==> src/hw/rtl/lmr_pkg.sv <==
package lmr_pkg;

  localparam int BYTE_W     = 8;
  localparam int TAG_W      = 5;
  localparam int BOUNDARY_W = 16;
  localparam int MIN_W      = 16;
  localparam int LEN_FIELD_W = 7;

  localparam logic [BYTE_W-1:0] SEQUENCE_TAG    = 8'h30;
  localparam logic [TAG_W-1:0]  INTEGER_TAG_NUM = 5'h02;
  localparam logic [BYTE_W-1:0] RESULT_CODE_TAG = 8'h02;
  localparam logic [1:0]        APP_CLASS       = 2'b01;
  localparam logic [TAG_W-1:0]  MAX_OP_TAG      = 5'd25;
  localparam logic [MIN_W-1:0]  MIN_MESSAGE_LEN = 16'd7;
  localparam logic [LEN_FIELD_W-1:0] MAX_ID_LEN = 7'd4;
  localparam logic [MIN_W-1:0]  RESULT_TAG_LEN  = 16'd2;

  typedef struct packed {
    logic             is_ldap;
    logic [TAG_W-1:0] operation_tag;
  } verdict_t;

endpackage

==> src/hw/rtl/lmr_in_if.sv <==
interface lmr_in_if;
  logic                              valid;
  logic                              ready;
  logic [lmr_pkg::BYTE_W-1:0]        data_byte;
  logic                              last_byte;
  logic [lmr_pkg::BOUNDARY_W-1:0]    boundary_length;

  modport source (output valid, output data_byte, output last_byte,
                  output boundary_length, input ready);
  modport sink (input valid, input data_byte, input last_byte,
                input boundary_length, output ready);
endinterface

==> src/hw/rtl/lmr_out_if.sv <==
interface lmr_out_if;
  logic                        valid;
  logic                        ready;
  logic                        is_ldap;
  logic [lmr_pkg::TAG_W-1:0]   operation_tag;

  modport source (output valid, output is_ldap, output operation_tag, input ready);
  modport sink (input valid, input is_ldap, input operation_tag, output ready);
endinterface

==> src/hw/rtl/lmr_parser.sv <==
module lmr_parser #(
  parameter int LENGTH_BITS = 16
) (
  input  logic                            clk,
  input  logic                            rst,
  input  logic                            step,
  input  logic [lmr_pkg::BYTE_W-1:0]      data_byte,
  input  logic                            last_byte,
  input  logic [lmr_pkg::BOUNDARY_W-1:0]  boundary_length,
  output lmr_pkg::verdict_t               verdict
);
  import lmr_pkg::*;

  localparam int CMP_W = (LENGTH_BITS + 1 > BOUNDARY_W + 1) ? LENGTH_BITS + 1 : BOUNDARY_W + 1;
  localparam logic [LENGTH_BITS-1:0] POS_MAX = {LENGTH_BITS{1'b1}};

  typedef enum logic [3:0] {
    PH_SEQ_TAG, PH_SEQ_LEN, PH_ID_TAG, PH_ID_LEN,
    PH_OP_TAG, PH_OP_LEN, PH_RESULT_TAG, PH_DONE
  } phase_t;

  phase_t                  parse_phase, phase_next;
  logic [LENGTH_BITS-1:0]  byte_position;
  logic [LENGTH_BITS-1:0]  next_field_position, nfp_next;
  logic [MIN_W-1:0]        running_minimum, rmin_next;
  logic [MIN_W-1:0]        required_length, req_next;
  logic [BOUNDARY_W-1:0]   boundary_store, boundary_eff;
  logic [TAG_W-1:0]        op_tag_store, op_tag_next;
  logic                    rejected, rejected_next;

  logic [LEN_FIELD_W-1:0]  len;
  logic                    longform;
  logic [LENGTH_BITS:0]    field_end;
  logic [LENGTH_BITS-1:0]  field_end_sat;
  logic [LENGTH_BITS-1:0]  pos_inc;
  logic                    field_reached;
  logic [MIN_W-1:0]        rmin_a, rmin_b, req_a;
  logic [CMP_W-1:0]        total, pkt, bnd_wide;
  logic                    ok;

  assign len      = data_byte[LEN_FIELD_W-1:0];
  assign longform = data_byte[BYTE_W-1];
  assign boundary_eff = (byte_position == '0) ? boundary_length : boundary_store;
  assign field_end = {1'b0, byte_position} + (LENGTH_BITS+1)'(len) + (LENGTH_BITS+1)'(1);
  assign field_end_sat = field_end[LENGTH_BITS] ? POS_MAX : field_end[LENGTH_BITS-1:0];
  assign pos_inc = (byte_position == POS_MAX) ? POS_MAX : byte_position + LENGTH_BITS'(1);
  assign field_reached = byte_position >= next_field_position;

  always_comb begin
    phase_next    = parse_phase;
    nfp_next      = next_field_position;
    rmin_next     = running_minimum;
    req_next      = required_length;
    op_tag_next   = op_tag_store;
    rejected_next = rejected;
    rmin_a        = '0;
    rmin_b        = '0;
    req_a         = '0;
    unique case (parse_phase)
      PH_SEQ_TAG: begin
        if (data_byte != SEQUENCE_TAG) begin
          rejected_next = 1'b1;
          phase_next    = PH_DONE;
        end else begin
          phase_next = PH_SEQ_LEN;
        end
      end
      PH_SEQ_LEN: begin
        if (longform) begin
          rmin_next = MIN_MESSAGE_LEN + MIN_W'(len);
          req_next  = MIN_MESSAGE_LEN + MIN_W'(len);
          nfp_next  = field_end_sat;
        end else begin
          rmin_next = MIN_MESSAGE_LEN;
          req_next  = '0;
          nfp_next  = pos_inc;
        end
        phase_next = PH_ID_TAG;
      end
      PH_ID_TAG: begin
        if (field_reached) begin
          if (data_byte[TAG_W-1:0] != INTEGER_TAG_NUM) begin
            rejected_next = 1'b1;
            phase_next    = PH_DONE;
          end else begin
            phase_next = PH_ID_LEN;
          end
        end
      end
      PH_ID_LEN: begin
        if (len > MAX_ID_LEN) begin
          rejected_next = 1'b1;
          phase_next    = PH_DONE;
        end else begin
          nfp_next   = field_end_sat;
          rmin_a     = running_minimum + MIN_W'(len) - MIN_W'(1);
          rmin_next  = rmin_a;
          req_next   = (rmin_a > required_length) ? rmin_a : required_length;
          phase_next = PH_OP_TAG;
        end
      end
      PH_OP_TAG: begin
        if (field_reached) begin
          if (data_byte[BYTE_W-1:BYTE_W-2] != APP_CLASS ||
              data_byte[TAG_W-1:0] > MAX_OP_TAG) begin
            rejected_next = 1'b1;
            phase_next    = PH_DONE;
          end else begin
            op_tag_next = data_byte[TAG_W-1:0];
            phase_next  = PH_OP_LEN;
          end
        end
      end
      PH_OP_LEN: begin
        if (longform) begin
          phase_next = PH_DONE;
        end else begin
          nfp_next = field_end_sat;
          rmin_a   = running_minimum + MIN_W'(len);
          req_a    = (rmin_a > required_length) ? rmin_a : required_length;
          if (op_tag_store[0]) begin
            rmin_b     = rmin_a + RESULT_TAG_LEN;
            rmin_next  = rmin_b;
            req_next   = (rmin_b > req_a) ? rmin_b : req_a;
            phase_next = PH_RESULT_TAG;
          end else begin
            rmin_next  = rmin_a;
            req_next   = req_a;
            phase_next = PH_DONE;
          end
        end
      end
      PH_RESULT_TAG: begin
        if (field_reached) begin
          if (data_byte != RESULT_CODE_TAG) begin
            rejected_next = 1'b1;
          end
          phase_next = PH_DONE;
        end
      end
      default: begin
      end
    endcase
  end

  assign total    = CMP_W'(byte_position) + CMP_W'(1);
  assign bnd_wide = CMP_W'(boundary_eff);
  assign pkt = (boundary_eff != '0 && bnd_wide < total) ? bnd_wide : total;
  assign ok = (phase_next == PH_DONE) && !rejected_next &&
              (total >= CMP_W'(MIN_MESSAGE_LEN)) && (pkt >= CMP_W'(req_next));

  assign verdict.is_ldap       = ok;
  assign verdict.operation_tag = ok ? op_tag_next : '0;

  always_ff @(posedge clk) begin
    if (rst || (step && last_byte)) begin
      byte_position       <= '0;
      parse_phase         <= PH_SEQ_TAG;
      next_field_position <= '0;
      running_minimum     <= MIN_MESSAGE_LEN;
      required_length     <= MIN_MESSAGE_LEN;
      boundary_store      <= '0;
      op_tag_store        <= '0;
      rejected            <= 1'b0;
    end else if (step) begin
      byte_position       <= pos_inc;
      parse_phase         <= phase_next;
      next_field_position <= nfp_next;
      running_minimum     <= rmin_next;
      required_length     <= req_next;
      boundary_store      <= boundary_eff;
      op_tag_store        <= op_tag_next;
      rejected            <= rejected_next;
    end
  end

endmodule

==> src/hw/rtl/ldap_message_recognizer.sv <==
// An accepted byte waits in the input register until it is parsed; the verdict
// on a byte marked last is registered in the output register once parsed.
// Throughput: one payload byte per cycle, set by the single parse stage,
// while no verdict waits for ready. Reset (rst, synchronous) empties both
// registers and restarts the parser; one verdict follows each last byte.
module ldap_message_recognizer #(
  parameter int LENGTH_BITS = 16
) (
  input  logic      clk,
  input  logic      rst,
  lmr_in_if.sink    payload,
  lmr_out_if.source verdict
);
  import lmr_pkg::*;

  logic                  held_valid;
  logic [BYTE_W-1:0]     held_byte;
  logic                  held_last;
  logic [BOUNDARY_W-1:0] held_boundary;
  logic                  advance;
  logic                  out_valid;
  verdict_t              out_verdict;
  verdict_t              step_verdict;

  assign advance       = held_valid && (!held_last || !out_valid || verdict.ready);
  assign payload.ready = !held_valid || advance;

  lmr_parser #(.LENGTH_BITS(LENGTH_BITS)) u_parser (
    .clk             (clk),
    .rst             (rst),
    .step            (advance),
    .data_byte       (held_byte),
    .last_byte       (held_last),
    .boundary_length (held_boundary),
    .verdict         (step_verdict)
  );

  always_ff @(posedge clk) begin
    if (rst) begin
      held_valid <= 1'b0;
    end else if (payload.ready) begin
      held_valid <= payload.valid;
    end
    if (payload.valid && payload.ready) begin
      held_byte     <= payload.data_byte;
      held_last     <= payload.last_byte;
      held_boundary <= payload.boundary_length;
    end
  end

  always_ff @(posedge clk) begin
    if (rst) begin
      out_valid <= 1'b0;
    end else if (advance && held_last) begin
      out_valid <= 1'b1;
    end else if (verdict.ready) begin
      out_valid <= 1'b0;
    end
    if (advance && held_last) begin
      out_verdict <= step_verdict;
    end
  end

  assign verdict.valid         = out_valid;
  assign verdict.is_ldap       = out_verdict.is_ldap;
  assign verdict.operation_tag = out_verdict.operation_tag;

endmodule

==> src/flat_wrapper.sv <==
// flat-port wrapper written by rule: the top's interface ports become plain ports
module ldap_message_recognizer_flat import lmr_pkg::*;
#(
  parameter int LENGTH_BITS = 16
)
  (clk, rst, payload_valid, payload_data_byte, payload_last_byte, payload_boundary_length, payload_ready, verdict_valid, verdict_is_ldap, verdict_operation_tag, verdict_ready);
  lmr_in_if payload_i ();
  lmr_out_if verdict_i ();
  input  logic clk;
  input  logic rst;
  input wire logic [$bits(payload_i.valid)-1:0] payload_valid;
  input wire logic [$bits(payload_i.data_byte)-1:0] payload_data_byte;
  input wire logic [$bits(payload_i.last_byte)-1:0] payload_last_byte;
  input wire logic [$bits(payload_i.boundary_length)-1:0] payload_boundary_length;
  output wire logic [$bits(payload_i.ready)-1:0] payload_ready;
  output wire logic [$bits(verdict_i.valid)-1:0] verdict_valid;
  output wire logic [$bits(verdict_i.is_ldap)-1:0] verdict_is_ldap;
  output wire logic [$bits(verdict_i.operation_tag)-1:0] verdict_operation_tag;
  input wire logic [$bits(verdict_i.ready)-1:0] verdict_ready;
  assign payload_i.valid = payload_valid;
  assign payload_i.data_byte = payload_data_byte;
  assign payload_i.last_byte = payload_last_byte;
  assign payload_i.boundary_length = payload_boundary_length;
  assign payload_ready = payload_i.ready;
  assign verdict_valid = verdict_i.valid;
  assign verdict_is_ldap = verdict_i.is_ldap;
  assign verdict_operation_tag = verdict_i.operation_tag;
  assign verdict_i.ready = verdict_ready;
  ldap_message_recognizer #(.LENGTH_BITS(LENGTH_BITS)) u_core (.clk(clk), .rst(rst), .payload(payload_i), .verdict(verdict_i));
endmodule
==> config.mk <==
export PLATFORM = sky130hd
export DESIGN_NAME = ldap_message_recognizer_flat
export DESIGN_NICKNAME = d
export VERILOG_FILES = /design/src/hw/rtl/lmr_pkg.sv /design/src/hw/rtl/lmr_in_if.sv /design/src/hw/rtl/lmr_out_if.sv /design/src/hw/rtl/lmr_parser.sv /design/src/hw/rtl/ldap_message_recognizer.sv /design/src/flat_wrapper.sv
export SDC_FILE = /design/constraint.sdc
export NUM_CORES = 1
export LEC_CHECK = 0
export CAP_MARGIN = 5
export CORE_ASPECT_RATIO = 1.25
export CORE_MARGIN = 2
export CORE_UTILIZATION = 55
export DETAILED_ROUTE_END_ITERATION = 16
export DONT_BUFFER_PORTS = 1
export PLACE_DENSITY_LB_ADDON = 0.12
export REMOVE_ABC_BUFFERS = 1
export SLEW_MARGIN = 10
export SYNTH_ARGS = -nofsm -noshare
export SYNTH_HDL_FRONTEND = slang
export SYNTH_SLANG_ARGS = --single-unit
==> constraint.sdc <==
create_clock -name clk -period 17.9 [get_ports clk]
set_input_delay 5.37 -clock clk [delete_from_list [all_inputs] [get_ports clk]]
set_output_delay 5.37 -clock clk [all_outputs]
set_load 0.02 [all_outputs]
# Yosys cells after proc, flatten, opt, wreduce, memory -nomap -nowiden

Cells that the tools add are included.

$lt $le $gt $ge: 9
$add $sub $neg: 8
Reduce and logical (&&, ||, !) cells: 22
Multiplexer cells: 45
Eq/ne operators: 14

Operators by type and width:

| operator                                             | count |
|---|---|
| two-way mux 16 bit                                   | 15 |
| one-hot mux 16 bit (3 select lines)                  | 3 |
| greater-than comparator 16 bit                       | 3 |
| one-hot mux 4 bit (7 select lines)                   | 1 |
| adder 16 x 1 -> 17 bit, second input constant        | 1 |
| adder 16 x 7 -> 17 bit                               | 1 |
| adder 17 x 1 -> 17 bit, second input constant        | 1 |
| >= comparator 17 x 16 -> 1 bit                       | 1 |
| >= comparator 17 x 3 -> 1 bit, second input constant | 1 |
| < comparator 16 x 17 -> 1 bit                        | 1 |
| two-way mux 17 bit                                   | 1 |
| adder 16 x 1 -> 16 bit, second input constant        | 1 |
| adder 16 x 2 -> 16 bit, second input constant        | 1 |
| adder 16 x 7 -> 16 bit                               | 1 |
| equality test 16 bit, second input constant          | 1 |
| equality test 4 x 3 -> 1 bit, second input constant  | 4 |
| >= comparator 16 bit                                 | 1 |
| zero test 16 bit                                     | 1 |
| two-way mux 8 bit                                    | 2 |
| nonzero test 16 bit                                  | 1 |
| subtractor 16 x 1 -> 16 bit, second input constant   | 1 |
| two-way mux 5 bit                                    | 3 |
| two-way mux 1 bit                                    | 12 |
| two-way mux 4 bit                                    | 3 |
| 20 further kinds                                     | 37 |

Output and inout port bits: 8
Logic and storage cells: 113
Register bits: 123

# Logic depth before layout (Yosys ltp)

Gate-level depths: netlist of run 1.

Word-level depth: 10
Depth in mapped cells: 39

# Modules after synthesis

From an unflattened synthesis of run 1, not the netlist that was laid out.

Cells, all modules: 1320
Area total of the unflattened synthesis: 10835.4 sq um

By module, submodules not included:

| module                  | cells an instance | times used | area an instance (sq um) |
|---|---|---|---|
| lmr_parser              | 1277              | 1          | 9800.6 |
| ldap_message_recognizer | 43                | 1          | 1034.7 |

# Worst setup path before layout of run 1

OpenSTA, ideal clock, no wires.

Path type: input to output
Start point: input port verdict_ready
End point: output port payload_ready
Slack: 6.736 ns
Path buffers: 0
Arrival time: 5.794 ns
Stages on the path: 2
Data required time: 12.530 ns
Cells stage by stage: nor2b_1 > nand3_1

Cells in the longest elaborated chain, start to end: 3

RTL lines:

| element            | line                          | text |
|---|---|---|
| start: declaration | flat_wrapper.sv:19            | `input wire logic [$bits(verdict_i.ready)-1:0] verdict_ready;` |
| logical OR 1 bit   | ldap_message_recognizer.sv:25 | `assign advance = held_valid && (!held_last \|\| !out_valid \|\| verdict.ready);` |
| logical AND 1 bit  | ldap_message_recognizer.sv:25 |  |
| logical OR 1 bit   | ldap_message_recognizer.sv:26 | `assign payload.ready = !held_valid \|\| advance;` |
| end: declaration   | flat_wrapper.sv:15            | `output wire logic [$bits(payload_i.ready)-1:0] payload_ready;` |

No other way between the ends.

# Worst setup path after layout of run 1

Ends and elaborated chain as after synthesis.

==> results of run 1 <==
## worst max-delay path by stage
stage                             start             to  slack [ns]  cells after the start
after floorplan           verdict_ready  payload_ready        6.74                      2
after global placement    verdict_ready  payload_ready        6.60                      2
after detailed placement  verdict_ready  payload_ready        6.58                      2
after CTS                 verdict_ready  payload_ready        6.58                      2
after global routing      verdict_ready  payload_ready        6.50                      2
final                     verdict_ready  payload_ready        6.58                      2
## power breakdown
group	switching [mW]	leakage, nW	internal [mW]
Sequential	0.0173	1.05	0.296
Combinational	0.183	3.37	0.116
Clock	0.152	0.279	0.196
## cell usage in the layout, fill, tap and decap left out, types with 34 or more instances in the layout
cell / instances
nor3_1: 34
a21oi_1: 92
inv_1: 82
ha_1: 120
xnor2_1: 53
nand2_1: 111
nor2_1: 104
mux2i_1: 48
dfxtp_1: 92
o21ai_0: 94
## Yosys cell counts, types with 31 or more instances
library cell / number
nor2_1: 105
inv_1: 82
nor3_1: 34
edfxtp_1: 31
ha_1: 120
xnor2_1: 53
mux2i_1: 48
clkbuf_1: 51
nand2_1: 111
a21oi_1: 92
o21ai_0: 94
dfxtp_1: 92
## sequential cells by signal, summed over array words and instances, names as in the netlist
name                                 cells
u_core.u_parser.boundary_store          16
u_core.verdict.valid                     1
u_core.u_parser.next_field_position     16
u_core.held_byte                         8
u_core.held_last                         1
u_core.u_parser.byte_position           16
u_core.verdict.operation_tag             5
u_core.u_parser.parse_phase              4
u_core.verdict.is_ldap                   1
u_core.u_parser.required_length         16
u_core.held_valid                        1
u_core.held_boundary                    16
u_core.u_parser.rejected                 1
u_core.u_parser.running_minimum         16
u_core.u_parser.op_tag_store             5
## metrics by stage
stage               instance area (um2)  setup slack (ns)  total power, mW  hold slack, ns
finish                            11880             6.583           0.9607          0.4538
floorplan                         10820             6.736           0.5333          0.4259
global placement                  11300             6.597           0.6070          0.4348
CTS                               11880             6.582           0.9577          0.4582
global route                      11880             6.500            1.008          0.4901
detailed placement                11300             6.584           0.6121          0.4480
## area by class of cell
class                           instances  share of cell area
Inverter                               89             0.02812
Clock inverter                         15             0.01274
Tap cell                              270             0.02844
Sequential cell                       123              0.2334
Timing Repair Buffer                   14            0.008847
Clock buffer                           17             0.03581
Multi-Input combinational cell       1074              0.6527
## kinds of logic after synthesis
| logic type | count (synthesis) | share of synthesized area |
|---|---|---|
| simple gates | 413 | 0.1865 |
| compound gates | 411 | 0.2571 |
| buf+inv | 160 | 0.05650 |
| flops | 123 | 0.2494 |
| fa+ha+maj | 122 | 0.1387 |
| xor+xnor | 79 | 0.06764 |
| mux | 49 | 0.04423 |
## routing by layer
layer  share of wire  up-vias
li1                -     4944
met1            0.42     4793
met2            0.49      349
met3           0.050      106
met4           0.043        0
met5               0        -
==> impl_results.md, run 1 <==
- Core footprint: approximately 0.020 mm2
- Area contributors post-synth: dfxtp_1 17%, ha_1 14%, edfxtp_1 8.4%
- I/O Pins: 37
- Dpl hpwl: 24200 um
- Gpl congestion: 0.9713
- Post-DR wirelength/cell: 20.55 um
- Residual DRC count: 0
- Iteration count of the initial detailed-routing pass: 6
- RSZ-0062 raised after global routing: false
- Area Overhead vs Synth: 6.865%
- Placed Instances: 1570
- Cts hold-fix bufs: 0
- Antenna Cells: 0
- Period utilization: 0.6322
- Setup TNS Final: 0 ns
- Yosys top cell area share: 0.1657
- Crit path DAT: roughly 6.0 ns
- First-pass GRT wire length: 52950 um
- Post-synth ARST share: 0
- Worst hold path type: flip-flop to flip-flop
- Non-filler cells, final: 1602
- FMAX: 88.36 MHz
- Die height: ~160 um
- Initial DRC Count: 861
- Initial Util: 0.5571
- Pin count of the biggest net entering global routing: between 70 and 80
- Fin. Hold Viols: 0
- DR vias: 10190
- Worst R2R Start: u_core.held_byte[0]$_DFFE_PP_
- Most used routing layer in global routing: met2
- Initial antenna violation count: 0
- RR Endpoint: u_core.verdict.operation_tag[3]$_SDFFCE_PN0P_
- Startpoint type of the worst setup path: input port
- Clock-pin slew on the worst setup and hold paths: about 0.060 ns
- DIE AREA: 0.02137 mm2
- Pwr/cell area: slightly above 80 mW/mm2
- Max_cap viols: 0
- Antenna Nets Post-Route: 0
- Slowest CP cell: nand3_1
- CTS resizes: 0
- Root buf cell: clkbuf_16
- Worst EP required: 12.53 ns
- M2 GR Usage: 0.5464
- Critical Path End Type: output port
- Htree depth: 4
- Hold Path Cell Cnt: 2
- Synth Flop Type: dfxtp_1
- Leakage: 4.704 nW
- Yosys warns: 0
- Crit Path Max Fanout: 4
- Crit Path Class: input port to output port
- Clk_skew: 0.01770 ns
- Post-synth EDFFs: 31
- Cells after synthesis: roughly 1400
- GRT overflow: 0
- Register area: 0.002773 mm2
- R2R Setup Slk: 8.36 ns
- Register area share after synthesis: 0.2494
- Min Tclk post-route: about 11 ns
- Worst vdd ir: 0.06319 mV
- Num Clock Sinks: 123
- Critical Path Max Stage Delay: 0.29 ns
- Relative slew slack: 0.3637
- Synth area leader: dfxtp_1
- Worst hold path startpoint: u_core.u_parser.rejected$_SDFFE_PP0P_
- Worst Path Buf+Inv: 0
- WL final: 32920 um
- Postcts setup bufs: 0
- Met3 layer usage reported by global route: 0.04544
- Fillers: between 1500 and 2000
- Outcome: completed
- Worst-path cell chain: nor2b_1 -> nand3_1
- # rows: 58
- Layout cells sized above 1: 0.07658
- Worst Tran Pin Value: 0.9518 ns
- Cts bufs inserted: 17
- Post-synthesis register bit count: 123
- Final net count: 1470
- Clock Latency Late Sink: 0.45 ns
- Vias/cell: ~6.4
- Clock Path Buffers: 2
- TritonCTS clock tree: yes
- Fin. max-slew vios: 0
- Final core utilization: 0.5953
- GR Layer Usage met1: 0.3729
- Port bufs: 0
- Reg2reg path depth: 37
- CP delay by family, top: simple AND/OR/NAND/NOR gates
- Overall die width: 131.2 um
- Vias in the first global route: 10040
- GR Util All Layers: 0.3116
- Distinct cells, synth: 99
- Multi-input gate area: 0.007754 mm2
- Mean Syn Cell Area: 8.192 um2
- Mapped Area: about 0.011 mm2
- Min-Delay Endpoint: u_core.u_parser.rejected$_SDFFE_PP0P_
- Final Setup Violations: 0
Power figures use the tool's default switching activity.
==> run 2: changes to the inputs <==
clock period = 9.75 ns   (was 17.9 ns; I/O delays follow)
==> run 2 against run 1 <==
  * Global-route usage up 0.56 points
  * Via count up 1.8%
  * Sequential share of layout area down 0.32 points
  * Sequential power up 83%
  * Hold slack better by 0.0055 ns
  * Final cell count up 0.62%
  * Register-to-register slack worse by 7.6 ns
  * Worst setup slack worse by 5.8 ns
  * Critical path depth up 32
  * Combinational power up 91%
  * Non-clock buffer count up 10
  * Critical endpoint is now u_core.verdict.operation_tag[3]$_SDFFCE_PN0P_
  * Clock skew down 0.0078 ns
==> impl_results.md, run 2 (same netlist as run 1, synthesis figures left out) <==
- DIE AREA: 0.02137 mm2 (unchanged)
- Post-DR wirelength/cell: 20.96 um (+2.0%)
- I/O Pins: 37 (unchanged)
- Crit Path Max Fanout: 18 (+14)
- Worst EP required: 9.93 ns (-2.60 ns)
- Port bufs: 0 (unchanged)
- GR Util All Layers: 0.3173 (+0.005644)
- Clock Latency Late Sink: 0.43 ns (-0.02 ns)
- Cts bufs inserted: 17 (unchanged)
- Startpoint type of the worst setup path: flip-flop
- Fillers: 1812 (-1.6%)
- Commonest non-fill, non-tap cells in the layout: 120 x ha_1, 111 x nand2_1, 104 x nor2_1
- Layout cells sized above 1: 0.08569 (+0.009116)
- Placed Instances: 1577 (+0.45%)
- Final Setup Violations: 0 (unchanged)
- TritonCTS clock tree: yes
- Initial DRC Count: 798 (-7.3%)
- Gpl congestion: 0.9683 (-0.31%)
- Initial antenna violation count: 0 (unchanged)
- Die height: 163.0 um (unchanged)
- Pin count of the biggest net entering global routing: 76 (unchanged)
- First-pass GRT wire length: 53960 um (+1.9%)
- Critical Path Max Stage Delay: 0.59 ns (+0.30 ns)
- Crit path top cell by count: ha_1
- Relative slew slack: 0.3294 (-0.03432)
- Core footprint: 0.01996 mm2 (unchanged)
- Crit path DAT: 9.17 ns (+3.22 ns)
- Non-filler cells, final: 1612 (+0.62%)
- Cts hold-fix bufs: 0 (unchanged)
- Initial Util: 0.5571 (unchanged)
- Final WS setup: 0.7540 ns (-5.829 ns)
- Vias in the first global route: 9976 (-0.64%)
- WL final: 33790 um (+2.6%)
- Fin. Hold Viols: 0 (unchanged)
- DR vias: 10370 (+1.8%)
- Worst vdd ir: 0.1373 mV (+120%)
- Htree depth: 4 (unchanged)
- Pre-CTS WS: 0.5469 ns (-6.037 ns)
- Antenna Cells: 0 (unchanged)
- Iteration count of the initial detailed-routing pass: 7 (+1)
- Root buf cell: clkbuf_16
- Max_cap viols: 0 (unchanged)
- RSZ-0062 raised after global routing: false
- FMAX: 111.2 MHz
- Setup TNS Final: 0 ns (unchanged)
- Commonest non-fill, non-tap cell in the layout: ha_1
- Leakage: 4.779 nW (+1.6%)
- Clk_skew: 0.009933 ns (-0.007769 ns)
- Fin. max-slew vios: 0 (unchanged)
- Vias/cell: 6.434 (+1.1%)
- Area Overhead vs Synth: 8.363%
- GRT overflow: 0 (unchanged)
- Clock-pin slew on the worst setup and hold paths: 0.06 ns (about the same)
- Dpl hpwl: 25060 um (+3.5%)
- Final net count: 1480 (+0.68%)
- Antenna Nets Post-Route: 0 (unchanged)
- Overall die width: 131.2 um (unchanged)
- Clock Path Buffers: 2 (unchanged)
- Outcome: completed
- Period utilization: 0.9227
- Residual DRC count: 0 (unchanged)
- Worst Tran Pin Value: 0.9982 ns (+0.04646 ns)
- # rows: 58 (unchanged)
- Crit Path Class: flip-flop to flip-flop
- Min Tclk post-route: 8.996 ns
- Slowest CP cell: ha_1
- Pwr/cell area: 154.2 mW/mm2 (+91%)
- Critical Path End Type: flip-flop
- Worst hold path type: flip-flop to flip-flop
- Num Clock Sinks: 123 (unchanged)
## run 2: area by class of cell
class / instances / area (um2) / area share
Multi-Input combinational cell: 1074 / 7785 / 0.6462
Sequential cell: 123 / 2773 / 0.2302
Clock buffer: 18 / 429.2 / 0.03563
Tap cell: 270 / 337.8 / 0.02804
Inverter: 89 / 334.1 / 0.02773
Clock inverter: 14 / 207.7 / 0.01724
Timing Repair Buffer: 24 / 180.2 / 0.01496
## run 2: per-stage QoR
stage / area [um2] / hold slack, ns / power [mW] / utilization
after floorplan: 10820 / 0.4259 / 0.9792 / -
after global placement: 11360 / 0.4389 / 1.121 / 0.5690
after detailed placement: 11360 / 0.4519 / 1.130 / 0.5690
after CTS: 11990 / 0.4609 / 1.838 / 0.6009
after global routing: 12050 / 0.4855 / 1.943 / 0.6036
final: 12050 / 0.4593 / 1.858 / 0.6036
## run 2: worst paths after layout
kind	from	slack, ns	depth (start not counted)	endpoint
min	u_core.u_parser.next_field_position[8]$_SDFFE_PP0P_	0.46	2	u_core.u_parser.next_field_position[8]$_SDFFE_PP0P_
max	u_core.held_byte[6]$_DFFE_PP_	0.75	34	u_core.verdict.operation_tag[3]$_SDFFCE_PN0P_
max reg2reg	u_core.held_byte[6]$_DFFE_PP_	0.75	34	u_core.verdict.operation_tag[3]$_SDFFCE_PN0P_
min reg2reg	u_core.u_parser.next_field_position[8]$_SDFFE_PP0P_	0.46	2	u_core.u_parser.next_field_position[8]$_SDFFE_PP0P_
## run 2: critical path, delay by kind of cell (launching register included)
| kind | cells | cell delay, ns |
|---|---|---|
| buffers and inverters | 2 | 0.60 |
| and+or+nand+nor | 9 | 1.85 |
| DFF | 1 | 0.49 |
| xor gates and xnor gates | 1 | 0.23 |
| muxes | 1 | 0.13 |
| AOI/OAI and AO/OA | 17 | 3.93 |
| adders and majority gates | 4 | 1.51 |
## run 2: timing repair
item                       in CTS  in global routing
setup buffers                   0                  3
resized for setup               0                  6
setup endpoints to repair       0                  6
## run 2: metal layers
layer	vias to the layer above	routed length, um	GRT usage
li1	4984	-	-
met1	4893	13900	0.3871
met2	404	16450	0.5593
met3	91	2034	0.04015
met4	0	1410	0.1467
met5	-	0	0
## run 2: where the power goes
| part | switching, mW | internal (mW) |
|---|---|---|
| clock | 0.276 | 0.435 |
| sequential | 0.0296 | 0.544 |
| combinational | 0.350 | 0.224 |
==> run 3: changes to the inputs <==
PLACE_DENSITY = 0.75   (was default)
PLACE_DENSITY_LB_ADDON = default   (was 0.12)
==> run 3 against run 2 <==
  * Sequential share of layout area up 0.29 points
  * Routed wire length is 3.2% lower
  * Critical path depth increased by 1
  * Via count is 0.38% higher
  * Hold slack lost 0.0019 ns
  * Count of clock-buffer cells in the layout grew 1
  * Non-clock buffer count shrank 13
  * Final cell count decreased by 0.81%
  * Total power decreased by 3.1%
  * Combinational power down 3.7%
  * Utilization down 0.75 points
  * Critical endpoint unchanged
  * Highest routed layer unchanged
==> impl_results.md, run 3 (same netlist as run 1, synthesis figures left out) <==
- Outcome: completed
- GRT overflow: 0 (unchanged)
- Startpoint type of the worst setup path: flip-flop
- Sw power: 642.5 uW (-1.9%)
- WL final: 32690 um (-3.2%)
- RSZ-0062 raised after global routing: false
- Min Tclk post-route: 9.071 ns (+0.07530 ns)
- Worst hold path startpoint: u_core.u_parser.next_field_position[8]$_SDFFE_PP0P_
- Antenna Nets Post-Route: 0 (unchanged)
- Hold Path Cell Cnt: 2 (unchanged)
- Crit Path Class: flip-flop to flip-flop
- Crit Path Max Fanout: 21 (+3)
- Worst R2R Start: u_core.held_byte[0]$_DFFE_PP_
- Layout cells sized above 1: 0.07600 (-0.009696)
- Clk network pwr share: 0.373 (-0.009)
- Reg2reg path depth: 35 (+2.9%)
- Overall die width: 131.2 um (unchanged)
- Htree depth: 4 (unchanged)
- Gpl congestion: 0.9875 (+2.0%)
- Comb pwr share: 0.307 (-0.002)
- First-pass GRT wire length: 52430 um (-2.8%)
- Critical Path Max Stage Delay: 0.51 ns (-0.08 ns)
- Cts bufs inserted: 17 (unchanged)
- DR vias: 10410 (+0.38%)
- Worst vdd ir: 0.1428 mV (+4.0%)
- Leakage: 4.704 nW (-1.6%)
- Setup TNS Final: 0 ns (unchanged)
- DIE AREA: 0.02137 mm2 (unchanged)
- Post-DR wirelength/cell: 20.44 um (-2.5%)
- Clock Path Buffers: 2 (unchanged)
- GR Layer Usage met1: 0.3640 (-0.02313)
- Max_cap viols: 0 (unchanged)
- Worst hold path type: flip-flop to flip-flop
- Min-Delay Endpoint: u_core.u_parser.next_field_position[8]$_SDFFE_PP0P_
- Worst Tran Pin Value: 1.054 ns (+0.05567 ns)
- Fin. max-slew vios: 0 (unchanged)
- Critical Path End Type: flip-flop
- Pwr/cell area: 151.3 mW/mm2 (-1.9%)
- Num Clock Sinks: 123 (unchanged)
- Relative slew slack: 0.2974 (-0.03199)
- CTS resizes: 0 (unchanged)
- RR Endpoint: u_core.verdict.operation_tag[3]$_SDFFCE_PN0P_
- Fin. Hold Viols: 0 (unchanged)
- Final net count: 1467 (-0.88%)
- Final Setup Violations: 0 (unchanged)
- Antenna Cells: 0 (unchanged)
- Seq pwr share: 0.320 (+0.011)
- Area Overhead vs Synth: 7.012%
- FMAX: 110.2 MHz (-0.83%)
- Initial antenna violation count: 0 (unchanged)
- Pin count of the biggest net entering global routing: 76 (unchanged)
- M2 GR Usage: 0.5368 (-0.02249)
- Initial DRC Count: 761 (-4.6%)
- Sw frac: 0.3571 (+0.004406)
- Initial Util: 0.5571 (unchanged)
- Residual DRC count: 0 (unchanged)
- Final WS setup: 0.6787 ns (-0.07530 ns)
- Root buf cell: clkbuf_16
- P_int: 1.157 mW (-3.8%)
- Total Power: 1.800 mW (-3.1%)
- Worst setup startpoint: u_core.held_byte[0]$_DFFE_PP_
- Port bufs: 0 (unchanged)
- Cts hold-fix bufs: 0 (unchanged)
- Period utilization: 0.9304 (+0.007723)
- Vias in the first global route: 10030 (+0.50%)
- Clock Latency Late Sink: 0.43 ns (about the same)
- Commonest non-fill, non-tap cells in the layout: 120 x ha_1, 111 x nand2_1, 104 x nor2_1
- R2R Setup Slk: 0.68 ns (-0.08 ns)
- Most used routing layer in global routing: met2
- Core footprint: 0.01996 mm2 (unchanged)
- GR Util All Layers: 0.3039 (-0.01340)
- Commonest non-fill, non-tap cell in the layout: ha_1
- I/O Pins: 37 (unchanged)
- Dpl hpwl: 24070 um (-3.9%)
- # rows: 58 (unchanged)
- Pre-CTS WS: 0.6601 ns (+0.1131 ns)
- Clk_skew: 0.009510 ns (-0.0004226 ns)
- Clock-pin slew on the worst setup and hold paths: 0.06 ns (about the same)
- Vias/cell: 6.511 (+1.2%)
- Iteration count of the initial detailed-routing pass: 8 (+1)
- TritonCTS clock tree: yes
- Worst EP required: 9.93 ns (about the same)
- Crit path DAT: 9.25 ns (+0.08 ns)
- Die height: 163.0 um (unchanged)
- Postcts setup bufs: 0 (unchanged)
- Slowest CP cell: edfxtp_1
- Crit path top cell by count: o21ai_0
- Met3 layer usage reported by global route: 0.03890 (-0.001245)
[run 3: changes by cell type in the layout (fill, tap and decap cells not counted)]
cell and change:
a211oi_2 +1, a211oi_4 -1, buf_4 -13, bufinv_16 -2
clkbuf_16 +1, clkinv_2 +1, clkinvlp_4 -1, inv_4 +1
nor3_1 +1, nor3_2 -1, o31ai_2 +1, o31ai_4 -1
[run 3: layout make-up]
cell class	count	area, um2
Tap cell	270	337.8
Inverter	89	334.1
Clock buffer	19	454.2
Clock inverter	13	151.4
Timing Repair Buffer	11	82.58
Sequential cell	123	2773
Fill cell	1773	8060
Multi-Input combinational cell	1074	7764
[run 3: worst max-delay path: cells and delay by family, from the launching register on]
kind	cells	cell delay, ns
xor gates and xnor gates	1	0.30
DFF	1	0.51
buffers and inverters	2	0.74
AOI/OAI and AO/OA	20	4.39
adders and majority gates	5	1.65
and+or+nand+nor	7	1.22
[run 3: stage by stage]
step,hold WS (ns),instances,utilization,cell area (um2)
floorplan,0.4259,1286,-,10820
global placement,0.4390,1567,0.5653,11280
detailed placement,0.4526,1567,0.5653,11280
CTS,0.4614,1599,0.5956,11890
global route,0.4770,1599,0.5961,11900
finish,0.4574,1599,0.5961,11900
[run 3: how the worst max path moves through the flow]
stage | slack, ns | cells past startpoint | endpoint
6_report | 0.68 | 35 | u_core.verdict.operation_tag[3]$_SDFFCE_PN0P_
4_1_cts | 0.62 | 36 | u_core.verdict.operation_tag[3]$_SDFFCE_PN0P_
3_3_place_gp | 0.88 | 36 | u_core.verdict.operation_tag[1]$_SDFFCE_PN0P_
5_1_grt | 0.002 | 35 | u_core.verdict.operation_tag[3]$_SDFFCE_PN0P_
3_5_place_dp | 0.66 | 34 | u_core.verdict.operation_tag[3]$_SDFFCE_PN0P_
2_1_floorplan | 0.46 | 32 | u_core.verdict.operation_tag[1]$_SDFFCE_PN0P_
[run 3: power groups by stage]
stage                     Sequential (mW)  Clock [mW]  Combinational (mW)
final                               0.576       0.671               0.553
after global routing                0.578       0.689               0.607
after CTS                           0.574       0.670               0.539
after detailed placement            0.585           0               0.533
after global placement              0.585           0               0.523
after floorplan                     0.575           0               0.404
[run 3: per-layer routing]
layer	part of all wire	vias to the layer above
li1	-	4938
met1	0.41	4928
met2	0.49	430
met3	0.055	115
met4	0.048	0
met5	0	-
